<file path="src/sv/b64e_pkg.sv">
// shared types, constants and the sextet-to-ascii mapping for the base64 encoder
// used by every module of the block; no dependencies
`timescale 1ns / 1ps

package b64e_pkg;

   localparam int unsigned CHAR_W    = 7;
   localparam int unsigned SEXTET_W  = 6;
   localparam int unsigned MAX_CHARS = 4;
   localparam int unsigned IDX_W     = $clog2(MAX_CHARS);
   localparam int unsigned Q_DEPTH   = 2;
   localparam int unsigned Q_PTR_W   = $clog2(Q_DEPTH);
   localparam int unsigned Q_CNT_W   = $clog2(Q_DEPTH + 1);

   localparam logic [CHAR_W-1:0] PAD_CHAR   = 7'h3D;
   localparam logic [CHAR_W-1:0] CHAR_UPPER = 7'h41;
   localparam logic [CHAR_W-1:0] CHAR_LOWER = 7'h61;
   localparam logic [CHAR_W-1:0] CHAR_DIGIT = 7'h30;
   localparam logic [CHAR_W-1:0] CHAR_PLUS  = 7'h2B;
   localparam logic [CHAR_W-1:0] CHAR_SLASH = 7'h2F;

   typedef enum logic [1:0] {
      PHASE_FIRST  = 2'd0,
      PHASE_SECOND = 2'd1,
      PHASE_THIRD  = 2'd2
   } phase_type;

   typedef struct packed {
      logic [7:0] data_byte;
      logic       last_byte;
   } req_type;

   typedef struct packed {
      logic [CHAR_W-1:0] out_char;
      logic              last_char;
   } rsp_type;

   // one request worth of characters, handed from front to back
   typedef struct packed {
      logic [MAX_CHARS-1:0][CHAR_W-1:0] chars;
      logic [IDX_W-1:0]                 last_idx;
      logic                             last;
   } job_type;

   function automatic logic [CHAR_W-1:0] sextet_char(input logic [SEXTET_W-1:0] v);
      logic [CHAR_W-1:0] vx;
      logic [CHAR_W-1:0] ch;
      vx = CHAR_W'(v);
      if (v < 6'd26) begin
         ch = CHAR_UPPER + vx;
      end else if (v < 6'd52) begin
         ch = CHAR_LOWER + vx - 7'd26;
      end else if (v < 6'd62) begin
         ch = CHAR_DIGIT + vx - 7'd52;
      end else if (v == 6'd62) begin
         ch = CHAR_PLUS;
      end else begin
         ch = CHAR_SLASH;
      end
      return ch;
   endfunction

endpackage

</file>
<file path="src/sv/b64e_front.sv">
// front end: accepts raw bytes, tracks group phase and leftover bits,
// and turns each request into a job of one to four characters; uses b64e_pkg
`timescale 1ns / 1ps

module b64e_front (
   input  logic              clock,
   input  logic              reset,
   input  logic              req_valid,
   output logic              req_ready,
   input  b64e_pkg::req_type req_data,
   output logic              push_valid,
   input  logic              push_ready,
   output b64e_pkg::job_type push_job
);
   import b64e_pkg::*;

   phase_type   phase_ff, phase_in;
   logic [3:0]  left_ff, left_in;
   logic        take;
   logic [7:0]  b;
   logic        fin;

   assign req_ready  = push_ready;
   assign push_valid = req_valid;
   assign take       = req_valid && push_ready;
   assign b          = req_data.data_byte;
   assign fin        = req_data.last_byte;

   always_comb begin
      push_job = '0;
      push_job.last = fin;
      phase_in = phase_ff;
      left_in  = left_ff;
      unique case (phase_ff)
         PHASE_SECOND: begin
            push_job.chars[0] = sextet_char({left_ff[1:0], b[7:4]});
            if (fin) begin
               push_job.chars[1] = sextet_char({b[3:0], 2'b00});
               push_job.chars[2] = PAD_CHAR;
               push_job.last_idx = IDX_W'(2);
               phase_in = PHASE_FIRST;
               left_in  = '0;
            end else begin
               push_job.last_idx = IDX_W'(0);
               phase_in = PHASE_THIRD;
               left_in  = b[3:0];
            end
         end
         PHASE_THIRD: begin
            push_job.chars[0] = sextet_char({left_ff, b[7:6]});
            push_job.chars[1] = sextet_char(b[5:0]);
            push_job.last_idx = IDX_W'(1);
            phase_in = PHASE_FIRST;
            left_in  = '0;
         end
         // the unused phase code behaves as the start of a group
         default: begin
            push_job.chars[0] = sextet_char(b[7:2]);
            if (fin) begin
               push_job.chars[1] = sextet_char({b[1:0], 4'b0000});
               push_job.chars[2] = PAD_CHAR;
               push_job.chars[3] = PAD_CHAR;
               push_job.last_idx = IDX_W'(3);
               phase_in = PHASE_FIRST;
               left_in  = '0;
            end else begin
               push_job.last_idx = IDX_W'(0);
               phase_in = PHASE_SECOND;
               left_in  = {2'b00, b[1:0]};
            end
         end
      endcase
   end

   always_ff @(posedge clock) begin
      if (reset) begin
         phase_ff <= PHASE_FIRST;
         left_ff  <= '0;
      end else if (take) begin
         phase_ff <= phase_in;
         left_ff  <= left_in;
      end
   end

endmodule

</file>
<file path="src/sv/b64e_queue.sv">
// short job queue between front and back so each side can stall on its own
// uses b64e_pkg for the job type and depth
`timescale 1ns / 1ps

module b64e_queue (
   input  logic              clock,
   input  logic              reset,
   input  logic              push_valid,
   output logic              push_ready,
   input  b64e_pkg::job_type push_job,
   output logic              pop_valid,
   input  logic              pop,
   output b64e_pkg::job_type head_job
);
   import b64e_pkg::*;

   job_type              entry_ff [Q_DEPTH];
   logic [Q_PTR_W-1:0]   wr_ptr_ff, rd_ptr_ff;
   logic [Q_CNT_W-1:0]   fill_ff, fill_in;
   logic                 do_push, do_pop;

   assign push_ready = (fill_ff != Q_CNT_W'(Q_DEPTH));
   assign pop_valid  = (fill_ff != '0);
   assign head_job   = entry_ff[rd_ptr_ff];
   assign do_push    = push_valid && push_ready;
   assign do_pop     = pop && pop_valid;

   always_comb begin
      fill_in = fill_ff;
      if (do_push && !do_pop) begin
         fill_in = fill_ff + Q_CNT_W'(1);
      end else if (do_pop && !do_push) begin
         fill_in = fill_ff - Q_CNT_W'(1);
      end
   end

   always_ff @(posedge clock) begin
      if (reset) begin
         wr_ptr_ff <= '0;
         rd_ptr_ff <= '0;
         fill_ff   <= '0;
      end else begin
         fill_ff <= fill_in;
         if (do_push) begin
            wr_ptr_ff <= (wr_ptr_ff == Q_PTR_W'(Q_DEPTH - 1)) ? '0 : wr_ptr_ff + Q_PTR_W'(1);
         end
         if (do_pop) begin
            rd_ptr_ff <= (rd_ptr_ff == Q_PTR_W'(Q_DEPTH - 1)) ? '0 : rd_ptr_ff + Q_PTR_W'(1);
         end
      end
   end

   always_ff @(posedge clock) begin
      if (do_push) begin
         entry_ff[wr_ptr_ff] <= push_job;
      end
   end

endmodule

</file>
<file path="src/sv/b64e_back.sv">
// back end: walks the characters of the head job one per cycle, while the response stage
// is not stalled, into the registered response stage; uses b64e_pkg
`timescale 1ns / 1ps

module b64e_back (
   input  logic              clock,
   input  logic              reset,
   input  logic              job_valid,
   input  b64e_pkg::job_type job,
   output logic              job_pop,
   output logic              rsp_valid,
   input  logic              rsp_ready,
   output b64e_pkg::rsp_type rsp_data
);
   import b64e_pkg::*;

   logic [IDX_W-1:0] idx_ff, idx_in;
   logic             rsp_valid_ff, rsp_valid_in;
   rsp_type          rsp_ff, rsp_in;
   logic             load, emit, at_end;

   // output stage can take a new character when empty or being drained
   assign load    = !rsp_valid_ff || rsp_ready;
   assign emit    = load && job_valid;
   assign at_end  = (idx_ff == job.last_idx);
   assign job_pop = emit && at_end;

   always_comb begin
      idx_in = idx_ff;
      if (job_pop) begin
         idx_in = '0;
      end else if (emit) begin
         idx_in = idx_ff + IDX_W'(1);
      end
      rsp_valid_in       = load ? job_valid : rsp_valid_ff;
      rsp_in.out_char    = job.chars[idx_ff];
      rsp_in.last_char   = job.last && at_end;
   end

   always_ff @(posedge clock) begin
      if (reset) begin
         idx_ff       <= '0;
         rsp_valid_ff <= 1'b0;
      end else begin
         idx_ff       <= idx_in;
         rsp_valid_ff <= rsp_valid_in;
      end
   end

   always_ff @(posedge clock) begin
      if (emit) begin
         rsp_ff <= rsp_in;
      end
   end

   assign rsp_valid = rsp_valid_ff;
   assign rsp_data  = rsp_ff;

endmodule

</file>
<file path="src/sv/base64_stream_encoder_unit.sv">
// Streaming Base64 encoder (standard alphabet, '=' padding). Each request carries one byte
// and a last-byte flag; each response carries one ASCII character, with last_char set on the
// final character of a message. A plain byte yields one or two characters and a last byte up
// to four. The back end emits one character per cycle, while it has a job and the output is
// not stalled, from the head of a two-entry job queue; the front accepts a byte in any cycle
// the queue has room, also while a finished character still waits in the output register.
// top level: ties front, queue and back together; uses b64e_pkg
`timescale 1ns / 1ps

module base64_stream_encoder_unit (
   input  logic              clock,
   input  logic              reset,
   input  logic              req_valid,
   output logic              req_ready,
   input  b64e_pkg::req_type req_data,
   output logic              rsp_valid,
   input  logic              rsp_ready,
   output b64e_pkg::rsp_type rsp_data
);
   import b64e_pkg::*;

   logic    push_valid, push_ready;
   job_type push_job, head_job;
   logic    head_valid, head_pop;

   b64e_front u_front (
      .clock      (clock),
      .reset      (reset),
      .req_valid  (req_valid),
      .req_ready  (req_ready),
      .req_data   (req_data),
      .push_valid (push_valid),
      .push_ready (push_ready),
      .push_job   (push_job)
   );

   b64e_queue u_queue (
      .clock      (clock),
      .reset      (reset),
      .push_valid (push_valid),
      .push_ready (push_ready),
      .push_job   (push_job),
      .pop_valid  (head_valid),
      .pop        (head_pop),
      .head_job   (head_job)
   );

   b64e_back u_back (
      .clock     (clock),
      .reset     (reset),
      .job_valid (head_valid),
      .job       (head_job),
      .job_pop   (head_pop),
      .rsp_valid (rsp_valid),
      .rsp_ready (rsp_ready),
      .rsp_data  (rsp_data)
   );

endmodule

</file>
<file path="config.mk">
export PLATFORM = sky130hd
export DESIGN_NAME = base64_stream_encoder_unit
export DESIGN_NICKNAME = d
export VERILOG_FILES = /design/src/sv/b64e_pkg.sv /design/src/sv/b64e_front.sv /design/src/sv/b64e_queue.sv /design/src/sv/b64e_back.sv /design/src/sv/base64_stream_encoder_unit.sv
export SDC_FILE = /design/constraint.sdc
export NUM_CORES = 1
export LEC_CHECK = 0
export ABC_AREA = 0
export BUFFER_PORTS_ARGS = -buffer_cell sky130_fd_sc_hd__buf_2
export CAP_MARGIN = 20
export CORE_MARGIN = 8
export CORE_UTILIZATION = 53
export CTS_BUF_LIST = sky130_fd_sc_hd__clkbuf_4 sky130_fd_sc_hd__clkbuf_8
export CTS_CLUSTER_SIZE = 24
export DETAILED_ROUTE_END_ITERATION = 8
export PLACE_DENSITY = 0.71
export SLEW_MARGIN = 20
export SYNTH_ARGS = -nofsm -noshare
export SYNTH_HDL_FRONTEND = slang
export SYNTH_SLANG_ARGS = --single-unit
</file>
<file path="constraint.sdc">
create_clock -name clock -period 2.95 [get_ports clock]
set_clock_uncertainty 0.1 [all_clocks]
set_input_delay 0 -clock clock [delete_from_list [all_inputs] [get_ports clock]]
set_output_delay 0 -clock clock [all_outputs]
set_load 0.01 [all_outputs]
</file>
## After elaboration in Yosys (flattened, before gate mapping)

Memory sizes are Yosys's and may differ from the RTL's. A register that Yosys moved wholly into a read port is not among the register bits.
Cells that the tools add are included.

- Word-level logic and storage cells: 132
- RAM bits: 60
- Memories: 1
- Flip-flop bits (word level): 21
- Bits of input ports: 13
- Output and inout bits: 10

Memory list:

| name | depth | width | rd ports | clocked after memory_dff | wr ports | RTL line | text |
|---|---|---|---|---|---|---|---|
| u_queue.entry_ff | 2 | 30 | 1 | 1 | 1 | b64e_queue.sv:17 | `job_type entry_ff [Q_DEPTH];` |

- Add/subtract/negate cells: 35
- $lt $le $gt $ge: 19
- Equality and inequality tests: 8
- Reduce and logical (&&, ||, !) cells: 15
- Muxes and demuxes: 45

Operators with widths:

| operator | number |
|---|---|
| two-way mux 7 bit | 19 |
| adder 7 x 6 -> 7 bit (first input constant) | 12 |
| less-than comparator 6 bit (second input constant) | 12 |
| adder 6 x 6 -> 7 bit (first input constant) | 6 |
| subtractor 7 x 5 -> 7 bit (second input constant) | 6 |
| subtractor 7 x 6 -> 7 bit (second input constant) | 6 |
| less-than comparator 6 x 5 -> 1 bit (second input constant) | 6 |
| one-hot mux 16 bit (2 select lines) | 1 |
| equality test 6 bit (second input constant) | 4 |
| two-way mux 20 bit | 1 |
| binary-select mux 7 bit (select 2 bit) | 1 |
| one-hot mux 7 bit (2 select lines) | 1 |
| two-way mux 13 bit | 1 |
| two-way mux 2 bit | 6 |
| two-way mux 3 bit | 4 |
| one-hot mux 4 bit (2 select lines) | 1 |
| logical AND 1 bit | 7 |
| two-way mux 1 bit | 7 |
| two-way mux 6 bit | 1 |
| adder 2 x 1 -> 2 bit (second input constant) | 2 |
| two-way mux 4 bit | 1 |
| one-hot mux 2 bit (2 select lines) | 1 |
| nonzero test 2 bit | 2 |
| OR reduction 2 bit | 2 |
| other kinds (9) | 12 |

## Logic depth before layout (Yosys ltp)

- Word-level depth: 8
- Gate-level depth with buffers: 10
- Gate-level depth less buffers: 8

## By module

A second synthesis with hierarchy kept.

- Cell total of the unflattened synthesis: 494
- Area total of the unflattened synthesis: 5270.1 um2

Modules (own cells, without submodules):

| module | cells each | instances | area each (um2) |
|---|---|---|---|
| b64e_queue | 120 | 1 | 2448.6 |
| b64e_front | 336 | 1 | 2210.9 |
| b64e_back | 38 | 1 | 610.6 |

## Worst setup path before layout

OpenSTA, ideal clock, no wires.

- Path kind: register to register
- From: reg (tool-made name)
- To: reg u_queue.fill_ff[1]
- Data required time: 2.779 ns
- Period minus slack after synthesis: 2.082 ns
- Library setup time: 0.071 ns
- Data arrival time: 1.911 ns
- Cell stages (with the launch flop): 8
- Setup slack: 0.868 ns
- Cells stage by stage: dfxtp_1 buf_6 mux2i_4 xor2_1 nand3_1 ha_1 or3_1 a21oi_1

RTL lines:

| element | RTL line | text |
|---|---|---|
| to (signal assigned) | b64e_queue.sv:43 | `fill_ff <= fill_in;` |
| to (decl) | b64e_queue.sv:19 | `logic [Q_CNT_W-1:0] fill_ff, fill_in;` |

==> run summary <==
Slew Viols, Final -> 0
Max VDD drop -> 0.2294 mV
setup TNS -> 0 ns
Syn Nets -> 474
Yosys cell types -> 63
fin crit period -> 2.555 ns
design internal power -> 0.001945 W
Synth Cell Area -> 0.004172 mm2
CP Depth -> 8
Clk network pwr share -> 23.2%
crit-path cells -> dlygate4sd3_1, buf_2, inv_1, ha_1, a21o_1, a21oi_1, a221oi_1, o21ai_0
Clock Sinks -> 58
met3 Track Usage GR -> 3.747%
most frequent cells after synthesis -> 44 x edfxtp_1, 36 x nand2_1, 31 x o21ai_0
Crit Path Class -> primary input to flop
max_cap viols -> 0
IO buf count -> 22
drt total wl -> 10100 um
Syn Area/Cell -> 9.524 um2
Sequential Power Share -> 42.7%
row count -> 32
switching fraction of total power -> 32.52%
count leader, synth -> edfxtp_1
Worst slew margin -> 43.72%
Tcrit/Tclk final -> 86.61%
Die W -> 104.7 um
worst-skew pair later-pin latency -> 0.32 ns
largest net degree at the start of global routing -> 21
first-pass GRT wire length -> 16740 um
layout cells sized above 1 -> 13.97%
drt first pass iters -> 5
Place WS -> 0.4748 ns
setup violators final -> 0
chip height -> 104.7 um
end of the critical path -> u_queue.entry_ff[0][16]
crit-path max cell delay -> 0.52 ns
starting DRC count in detailed routing -> 229
Critical Path End Type -> flop
Antenna diodes -> 0
synth top area cells -> edfxtp_1 32%, ha_1 6.9%, dfxtp_1 6.7%, mux4_2 3.8%, o21ai_0 3.7%
Resized cells post-CTS -> 0
CP max-delay cell -> dlygate4sd3_1
RR Startpoint -> u_front.left_ff[0]
fmax -> 391.4 MHz
met2 usage -> 30.78%
Power Total -> 0.002882 W
Num CTS Buffers -> 9
post-DR wirelength/cell -> 18.03 um
Post-synth EDFFs -> 44
net switching power -> 0.0009374 W
Placer Congestion -> 0.9512
CP max FO -> 12
Logic pwr share -> 34.1%
Async SR Flop Fraction -> 0%
met1 usage -> 23.41%
main flop type after synthesis -> edfxtp_1
Worst EP required -> 2.95 ns
hpwl dp -> 7393 um
crit path DAT -> 2.56 ns
initial antenna violation count -> 0
H-tree depth -> 3
GRT Max-Usage Layer -> met2
Reg clk slew, reported paths -> 0.06 ns
status -> finished, final reports clean
top-area cell type share of the netlist area -> 31.67%
Die Area -> 0.01097 mm2
All-Layer GR Usage -> 18.71%
reg2reg path depth -> 6
sequential share of the synthesized area -> 38.39%
leading area contributor after synthesis -> edfxtp_1
Synth Instances -> 438
Reg2Reg Capture Point -> u_queue.entry_ff[0][5]
Setup crit start kind -> primary input
Syn. warnings -> 0
Power Dens Cells -> 638.5 mW/mm2
unrepaired setup endpoints after global routing -> no
NumNets Final -> 489
Least-Margin Pin Slew -> 0.8442 ns
Top delay family on crit path -> compound AO/OA/AOI/OAI gates
Pleak -> 1.652 nW
worst setup path start -> req_data[3]
Area growth, synth to finish -> 8.218%
Worst R2R Setup Slack -> 0.39 ns
GR Overflow Total -> 0
class of the worst hold path -> primary input to flop
DR vias/cell -> 6.129
Yosys reg bits -> 58
core footprint -> 0.007687 mm2
vias in the first global route -> 3293
post-route setup slack -> 0.3949 ns
CP Buf/Inv Count -> 3
Clock Tree Buf Depth -> 2
Routed Antenna Nets -> 0
Starting Density -> 54.26%
via count -> 3432
Final Hold Vio Count -> 0
# IOs -> 23
CTS tree -> built
clk root buf -> clkbuf_8
DRC -> 0
[kinds of logic (layout without fill, tap and decap cells)]
kind of cell,after synthesis,count (layout),synth area share (%)
fa+ha+maj,23,23,6.899
buf+inv,54,74,6.718
compound gates,121,121,19.38
simple gates,144,144,17.43
flops,58,58,38.39
mux,20,20,7.408
xor+xnor,18,18,3.779
[how the worst min path moves through the flow]
stage,start,end,slack [ns],cells past startpoint
6_report,req_data[4],u_front.left_ff[3],0.05,3
4_1_cts,req_data[4],u_front.left_ff[3],0.02,3
2_1_floorplan,reset,u_back.idx_ff[1],-0.03,1
3_5_place_dp,rsp_ready,u_back.rsp_valid,0.20,3
3_3_place_gp,rsp_ready,u_back.rsp_valid,0.18,3
5_1_grt,req_data[4],u_front.left_ff[3],0.04,3
[what timing repair did]
action / 4_1_cts / 5_1_grt
hold buffers: 6 / 0
buffers inserted: 0 / 0
hold endpoints to repair: 16 / 0
[power groups by stage]
stage	registers (W)	clock network, W	logic, W
2_1_floorplan	0.00125	0	0.000712
3_3_place_gp	0.00124	0	0.000948
3_5_place_dp	0.00125	0	0.000967
4_1_cts	0.00124	0.000688	0.000984
5_1_grt	0.00125	0.000729	0.00110
6_report	0.00123	0.000669	0.000981
[layout by cell type, fill, tap and decap left out, types with 4 or more instances in the layout]
| cell type | count |
|---|---|
| o21ai_0 | 31 |
| a31oi_1 | 5 |
| xor2_1 | 5 |
| nor3_1 | 16 |
| edfxtp_1 | 44 |
| o211ai_1 | 5 |
| clkbuf_8 | 12 |
| nand3b_1 | 4 |
| inv_1 | 23 |
| ha_1 | 23 |
| nor2_1 | 24 |
| xnor2_1 | 13 |
| a221oi_1 | 4 |
| nand2_1 | 36 |
| mux2i_1 | 8 |
| a22oi_1 | 5 |
| or3_1 | 5 |
| buf_4 | 6 |
| dlygate4sd3_1 | 6 |
| mux4_2 | 7 |
| a21o_1 | 4 |
| nand2b_1 | 14 |
| nand3_1 | 18 |
| buf_2 | 22 |
| a21oi_1 | 30 |
| nor2b_1 | 10 |
| a211oi_1 | 6 |
| dfxtp_1 | 14 |
[worst reg2reg max path: cells and delay by family (launching register included)]
family	cells	cell delay, ns
DFF	1	0.57
muxes	1	0.39
AOI/OAI and AO/OA	3	0.46
adders and majority gates	1	0.40
and+or+nand+nor	1	0.46
[per-stage QoR]
step | area (um2) | hold WS [ns] | utilization, % | cells
floorplan | 4172 | -0.03093 | - | 438
global placement | 4264 | 0.1846 | 55.47 | 538
detailed placement | 4264 | 0.1970 | 55.47 | 538
CTS | 4514 | 0.01786 | 58.72 | 560
global route | 4514 | 0.03899 | 58.72 | 560
finish | 4514 | 0.04673 | 58.72 | 560
[registers in the layout (all words and copies together), names as in the netlist, named ones only]
name,flops
u_back.idx_ff,2
u_back.rsp_data,8
u_back.rsp_valid,1
u_front.left_ff,4
u_front.phase_ff,2
u_queue.entry_ff,36
u_queue.fill_ff,2
u_queue.rd_ptr_ff,1
u_queue.wr_ptr_ff,1
[final cells by class]
cell class / instances / area [um2]
Sequential cell: 58 / 1602
Multi-Input combinational cell: 326 / 2290
Clock buffer: 14 / 180.2
Timing Repair Buffer: 34 / 215.2
Clock inverter: 2 / 10.01
Tap cell: 102 / 127.6
Fill cell: 672 / 3173
Inverter: 24 / 90.09
[layer usage]
layer	share of wire, %	vias up
met5	0	-
met4	2.0	0
met3	6.3	22
met2	49	157
met1	43	1606
li1	-	1647
(Power assumes the default switching activity.)
